File: config.mk
export PLATFORM = sky130hd
export DESIGN_NAME = ppdr_queue
export DESIGN_NICKNAME = d
export VERILOG_FILES = /design/src/hdl/ppdr_pkg.sv /design/src/hdl/ppdr_queue.sv
export SDC_FILE = /design/constraint.sdc
export NUM_CORES = 1
export LEC_CHECK = 0
export BUFFER_PORTS_ARGS = -buffer_cell sky130_fd_sc_hd__buf_4
export CAP_MARGIN = 25
export CORE_MARGIN = 1.5
export CORE_UTILIZATION = 52
export CTS_CLUSTER_DIAMETER = 200
export DETAILED_ROUTE_END_ITERATION = 6
export MAX_ROUTING_LAYER = met4
export PLACE_DENSITY_LB_ADDON = 0.3
export SYNTH_ARGS = -nofsm -noshare
export SYNTH_HDL_FRONTEND = slang
export SYNTH_SLANG_ARGS = --single-unit
export TNS_END_PERCENT = 5
File: constraint.sdc
create_clock -name clock -period 3.81 [get_ports clock]
set_input_delay 0.5715 -clock clock [delete_from_list [all_inputs] [get_ports clock]]
set_output_delay 0.5715 -clock clock [all_outputs]
set_load 0.01 [all_outputs]
File: src/hdl/ppdr_pkg.sv
// Package for the planar pose dead reckoning core: CORDIC angle table,
// gain constant and the step record passed from front to back.
// No dependencies.
package ppdr_pkg;

   localparam int AngleTableLen = 24;
   localparam logic signed [31:0] CordicGainQ30 = 32'sd652032874;
   localparam logic signed [31:0] QuarterTurn = 32'sd1073741824;

   typedef struct packed {
      logic signed [33:0] rel_x;
      logic signed [33:0] rel_y;
      logic [15:0] yaw;
   } step_type;

   function automatic logic [29:0] angle_entry(input logic [4:0] i);
      logic [29:0] r;
      begin
         r = '0;
         case (i)
            5'd0: r = 30'd536870912;
            5'd1: r = 30'd316933406;
            5'd2: r = 30'd167458907;
            5'd3: r = 30'd85004756;
            5'd4: r = 30'd42667331;
            5'd5: r = 30'd21354465;
            5'd6: r = 30'd10679838;
            5'd7: r = 30'd5340245;
            5'd8: r = 30'd2670163;
            5'd9: r = 30'd1335087;
            5'd10: r = 30'd667544;
            5'd11: r = 30'd333772;
            5'd12: r = 30'd166886;
            5'd13: r = 30'd83443;
            5'd14: r = 30'd41722;
            5'd15: r = 30'd20861;
            5'd16: r = 30'd10430;
            5'd17: r = 30'd5215;
            5'd18: r = 30'd2608;
            5'd19: r = 30'd1304;
            5'd20: r = 30'd652;
            5'd21: r = 30'd326;
            5'd22: r = 30'd163;
            5'd23: r = 30'd81;
            default: r = '0;
         endcase
         return r;
      end
   endfunction

endpackage

File: src/hdl/ppdr_queue.sv
// Two-entry queue of step records between the front and back ends.
// Uses ppdr_pkg.
module ppdr_queue (
   input  logic clock,
   input  logic reset,
   input  logic push,
   output logic full,
   input  ppdr_pkg::step_type wdata,
   input  logic pop,
   output logic empty,
   output ppdr_pkg::step_type rdata
);
   ppdr_pkg::step_type mem_ff [2];
   logic wp_ff, rp_ff;
   logic [1:0] cnt_ff;

   assign full = (cnt_ff == 2'd2);
   assign empty = (cnt_ff == 2'd0);
   assign rdata = mem_ff[rp_ff];

   always_ff @(posedge clock) begin
      if (push && !full) mem_ff[wp_ff] <= wdata;
   end

   always_ff @(posedge clock) begin
      if (reset) begin
         wp_ff <= 1'b0;
         rp_ff <= 1'b0;
         cnt_ff <= '0;
      end else begin
         if (push && !full) wp_ff <= !wp_ff;
         if (pop && !empty) rp_ff <= !rp_ff;
         cnt_ff <= cnt_ff + 2'(push && !full) - 2'(pop && !empty);
      end
   end
endmodule

# [After elaboration in Yosys (flattened, before gate mapping)]
# Memories as Yosys holds them, arrays and structs flattened. A register that Yosys moved wholly into a read port is not among the register bits.
# Index checks and enable logic that the tools add are counted.
[word_totals] register_bits=4 ramBits=168 out_inout_bits=86 mem_count=1
[memory_table] name="mem_ff" words=2 word_bits=84 read_ports=1 rd_clocked_by_memory_dff=1 wr=1 line="ppdr_queue.sv:13" rtl="ppdr_pkg::step_type mem_ff [2];"
[op_classes] add_sub_neg=2 eq_ne=1 muxes=4 n_reduce_logical=7
[op_table] cell="zero test 1 bit" n=4
[op_table] cell="two-way mux 1 bit" n=4
[op_table] cell="adder 2 x 1 -> 2 bit" n=1
[op_table] cell="== test 2 bit, second input constant" n=1
[op_table] cell="logical AND 1 bit" n=2
[op_table] cell="zero test 2 bit" n=1
[op_table] cell="subtractor 2 x 1 -> 2 bit" n=1

# [Longest topological paths before layout]
[logic_depth] word_depth=5 depth_mapped=8 mapped_depth_nobuf=8

# [Least setup slack after synthesis]
# No wires, ideal clock.
[synth_path] path_kind="input-to-reg" startpoint="in push" endpoint="mem mem_ff[0][0] in the netlist's numbering (enable)" arrival_ns=2.601 required_ns=3.372 path_slack_ns=0.771 stages=3 path_cell_list="inv_1 -> or3_1 -> inv_1"
[synth_between] elab_chain_len=3
[synth_lines] item="start: declaration" line="ppdr_queue.sv:6" rtl="input logic push,"
[synth_lines] item="logical AND 1 bit" line="ppdr_queue.sv:22" rtl="if (push && !full) mem_ff[wp_ff] <= wdata;"
[synth_lines] item="two-way mux 1 bit" line="ppdr_queue.sv:22"
[synth_lines] item="two-way mux 1 bit (implied by the code)" line="ppdr_queue.sv:22"
[synth_lines] item="end: declaration" line="ppdr_queue.sv:13"
# Every way passes these cells.

==> Flow_metrics.wiki <==
{| class="wikitable"
! Metric !! Value
|-
| Number of gates resized after cts || 0
|-
| Detailed-route via count || 3195
|-
| Cell Chain, Critical Path || buf_16 -> mux2_1 -> buf_4
|-
| Detail Placement HPWL || about 7 mm
|-
| Final period util || slightly below 70%
|-
| CTS tree || done
|-
| DRC violations left || 0
|-
| Worst-path clk slew || 0.06 ns
|-
| Antenna violations before repair || 0
|-
| Slew at the pin closest to its max-slew limit || 0.663 ns
|-
| Pre-antenna DRT Iters || 4
|-
| Crit path max fanout || 47
|-
| WP data arrival || 1.99 ns
|-
| Final std cell area, no fill || roughly 0.0084 mm^2
|-
| Area grow syn2layout || 32.6%
|-
| Hold crit path type || in2reg
|-
| Share of final-layout standard cells stronger than drive strength 1 || 42.8%
|-
| Routed via count divided by cell count || 5.03
|-
| Initial cell density of the core || 53.0%
|-
| Max-slew violations || 0
|-
| Clock Skew || around 0.0070 ns
|-
| Diodes inserted || 0
|-
| Final routed wirelength across all metal layers || 10.9 mm
|-
| Die X || roughly 110 um
|-
| Worst slew margin relative to its limit || 55.8%
|-
| Sink of the worst hold path || mem_ff[0][18]
|-
| Critical path type || reg2out
|-
| Number of buffers inserted for hold repair after clock tree synthesis || 0
|-
| Count of maximum capacitance violations || 0
|-
| Portion of the post-synthesis area used by sequential elements || between 80 and 90%
|-
| Number of clock sinks || 173
|-
| Design Power || 5.67 mW
|-
| Setup-failing EPs final || 0
|-
| Synth warn || 0
|-
| Kind of end point of the critical path || output port
|-
| Kind of launch point of the worst setup path || flip-flop
|-
| Full die area || 0.0128 mm^2
|-
| Combined area of all synthesized cells || 0.00631 mm^2
|-
| Setup fix buffers added after clock tree synthesis || 0
|-
| Outcome || finished, final reports clean
|-
| Number of placement rows || 40
|-
| WL met1 || around 4.6 mm
|-
| Hold path startpoint || wdata[18]
|-
| Count of input and output buffers || 173
|-
| Reg-to-Reg End || mem_ff[0][12]
|-
| Start of the worst register-to-register path || cnt_ff[0]
|-
| Min Clock Period, post-route || 2.57 ns
|-
| Power Density || ~680 mW/mm^2
|-
| Post-synthesis average cell area || 21.9 um^2
|-
| Num CTS Buffers || 17
|-
| WL per Instance || 17.2 um
|-
| GP Congestion || approximately 0.71
|-
| Number of nets in the layout || around 570
|-
| FF+latch count, synth || 173
|-
| Insertion delay of the later-clocked pin in the worst-skew pair || 0.41 ns
|-
| Height of the chip || approximately 110 um
|-
| Worst EP required || 3.24 ns
|-
| Via count of the first global-routing pass || ~3200
|-
| Number of cells after detailed placement || 603
|-
| Setup_tns || 0 ns
|-
| Synthesized instance count || around 290
|-
| Number of cells on the worst reg-to-reg path || 5
|-
| Leakage dissipation || 3.17 nW
|-
| Number of hold-slack violations in the final timing report || 0
|-
| Largest net degree at the start of global routing || 50
|-
| Number of cells traversed by the worst hold path || 1
|-
| Unique masters post-synth || 22
|-
| Detail Route met2 WL || 5.42 mm
|-
| Highest achievable clock rate || 390 MHz
|-
| Uppermost metal layer occupied by signal nets || met4
|-
| Peak per-stage delay on the critical path || just over 0.7 ns
|-
| Met3 Wirelength || 760 um
|-
| H-tree level count || 4
|-
| Global-route wire length before repair || 16.3 mm
|-
| Post-synthesis net count || between 300 and 400
|-
| Cell at the root of the clock tree || sky130_fd_sc_hd__clkbuf_16
|-
| Max stage delay cell, worst path || sky130_fd_sc_hd__dfxtp_4
|-
| Area after DPL || 0.00778 mm^2
|-
| Drt first-iter violations || 212
|-
| Io pins || 174
|-
| Maximum count of clock buffers along a single path || 2
|-
| Worst IR drop on VDD || approximately 380 uV
|-
| Global route overflow || 0
|-
| RSZ-0062 raised after global routing || no
|-
| Worst reg2reg setup slack || 1.66 ns
|-
| Number of nets with antenna violations after routing || 0
|-
| GRT Util Overall || 17.8%
|-
| Final std cells w/o fill || 635
|-
| Core region area || 0.0119 mm^2
|}
per-layer routing:
| metal | global-route usage (%) | vias to the layer above |
|---|---|---|
| li1 | - | 1507 |
| met2 | 27.4 | 126 |
| met1 | 21.9 | 1548 |
| met5 | - | - |
| met3 | 5.68 | 14 |
| met4 | 7.67 | 0 |
cell usage in the layout, fill, tap and decap left out, drive strengths merged, types with 2 or more instances in the layout:
cell type,n
nor2,4
clkinv,4
edfxtp,168
dfxtp,5
ha,2
bufinv,3
buf,177
clkbuf,25
inv,3
mux2,84
cells by family (layout without fill, tap and decap cells):
| group | count (synthesis) | after routing | synth area share [%] |
|---|---|---|---|
| buf+inv | 13 | 213 | 1.59 |
| flops | 173 | 173 | 81.5 |
| simple gates | 11 | 11 | 0.932 |
| fa+ha+maj | 2 | 2 | 0.396 |
| compound gates | 3 | 3 | 0.297 |
| xor+xnor | 2 | 2 | 0.278 |
| mux | 84 | 84 | 15.0 |
worst max-delay path by stage:
| stage | from | cells after the start | slack (ns) | to |
|---|---|---|---|---|
| after floorplan | push | 3 | 0.77 | mem_ff[0][0] |
| after global placement | flip-flop | 2 | 1.49 | rdata[29] |
| after detailed placement | push | 5 | 1.49 | mem_ff[0][4] |
| after CTS | flip-flop | 3 | 1.19 | rdata[27] |
| after global routing | flip-flop | 3 | 1.11 | rdata[29] |
| final | flip-flop | 3 | 1.24 | rdata[29] |
where the power goes:
group	switching [mW]	internal, mW	total (mW)
clock	0.635	1.06	1.70
sequential	0.126	2.43	2.55
combinational	0.683	0.736	1.42
total	1.44	4.23	5.67
worst max-delay path: cells and delay by family (launching register included):
kind     cells  cell delay (ns)
mux          1             0.39
buf+inv      2             0.48
flops        1             0.71
state kept, by name, indices dropped and copies added (netlist names), named ones only:
register,count
cnt_ff,2
mem_ff,168
rp_ff,1
wp_ff,1
metrics by stage:
stage | hold slack [ns] | utilization (%) | setup slack, ns
global route | 0.326 | 70.3 | 1.11
floorplan | 0.451 | - | 0.771
finish | 0.344 | 70.3 | 1.24
detailed placement | 0.481 | 65.3 | 1.49
CTS | 0.327 | 70.3 | 1.19
global placement | 0.469 | 65.1 | 1.49
cells in the mapped netlist (all sizes together):
cell type	instances	area (um^2)
buf	9	85.1
o21a	1	8.76
and2	1	6.26
o21ai	1	5.00
nor2b	1	6.26
xor2	1	8.76
edfxtp	168	5040
or3	1	6.26
nand2b	1	8.76
inv	4	15.0
mux2	84	946
nand2	1	3.75
nor3	1	5.00
nor2	4	15.0
and3	1	7.51
xnor2	1	8.76
dfxtp	5	100
a21oi	1	5.00
ha	2	25.0
cell type report:
cell class / count / area (um^2)
Sequential cell: 173 / 5150
Fill cell: 797 / 3540
Timing Repair Buffer: 177 / 1360
Multi-Input combinational cell: 102 / 1070
Clock buffer: 25 / 475
Tap cell: 147 / 184
Clock inverter: 7 / 113
Inverter: 4 / 16.3
(Power assumes the default switching activity.)
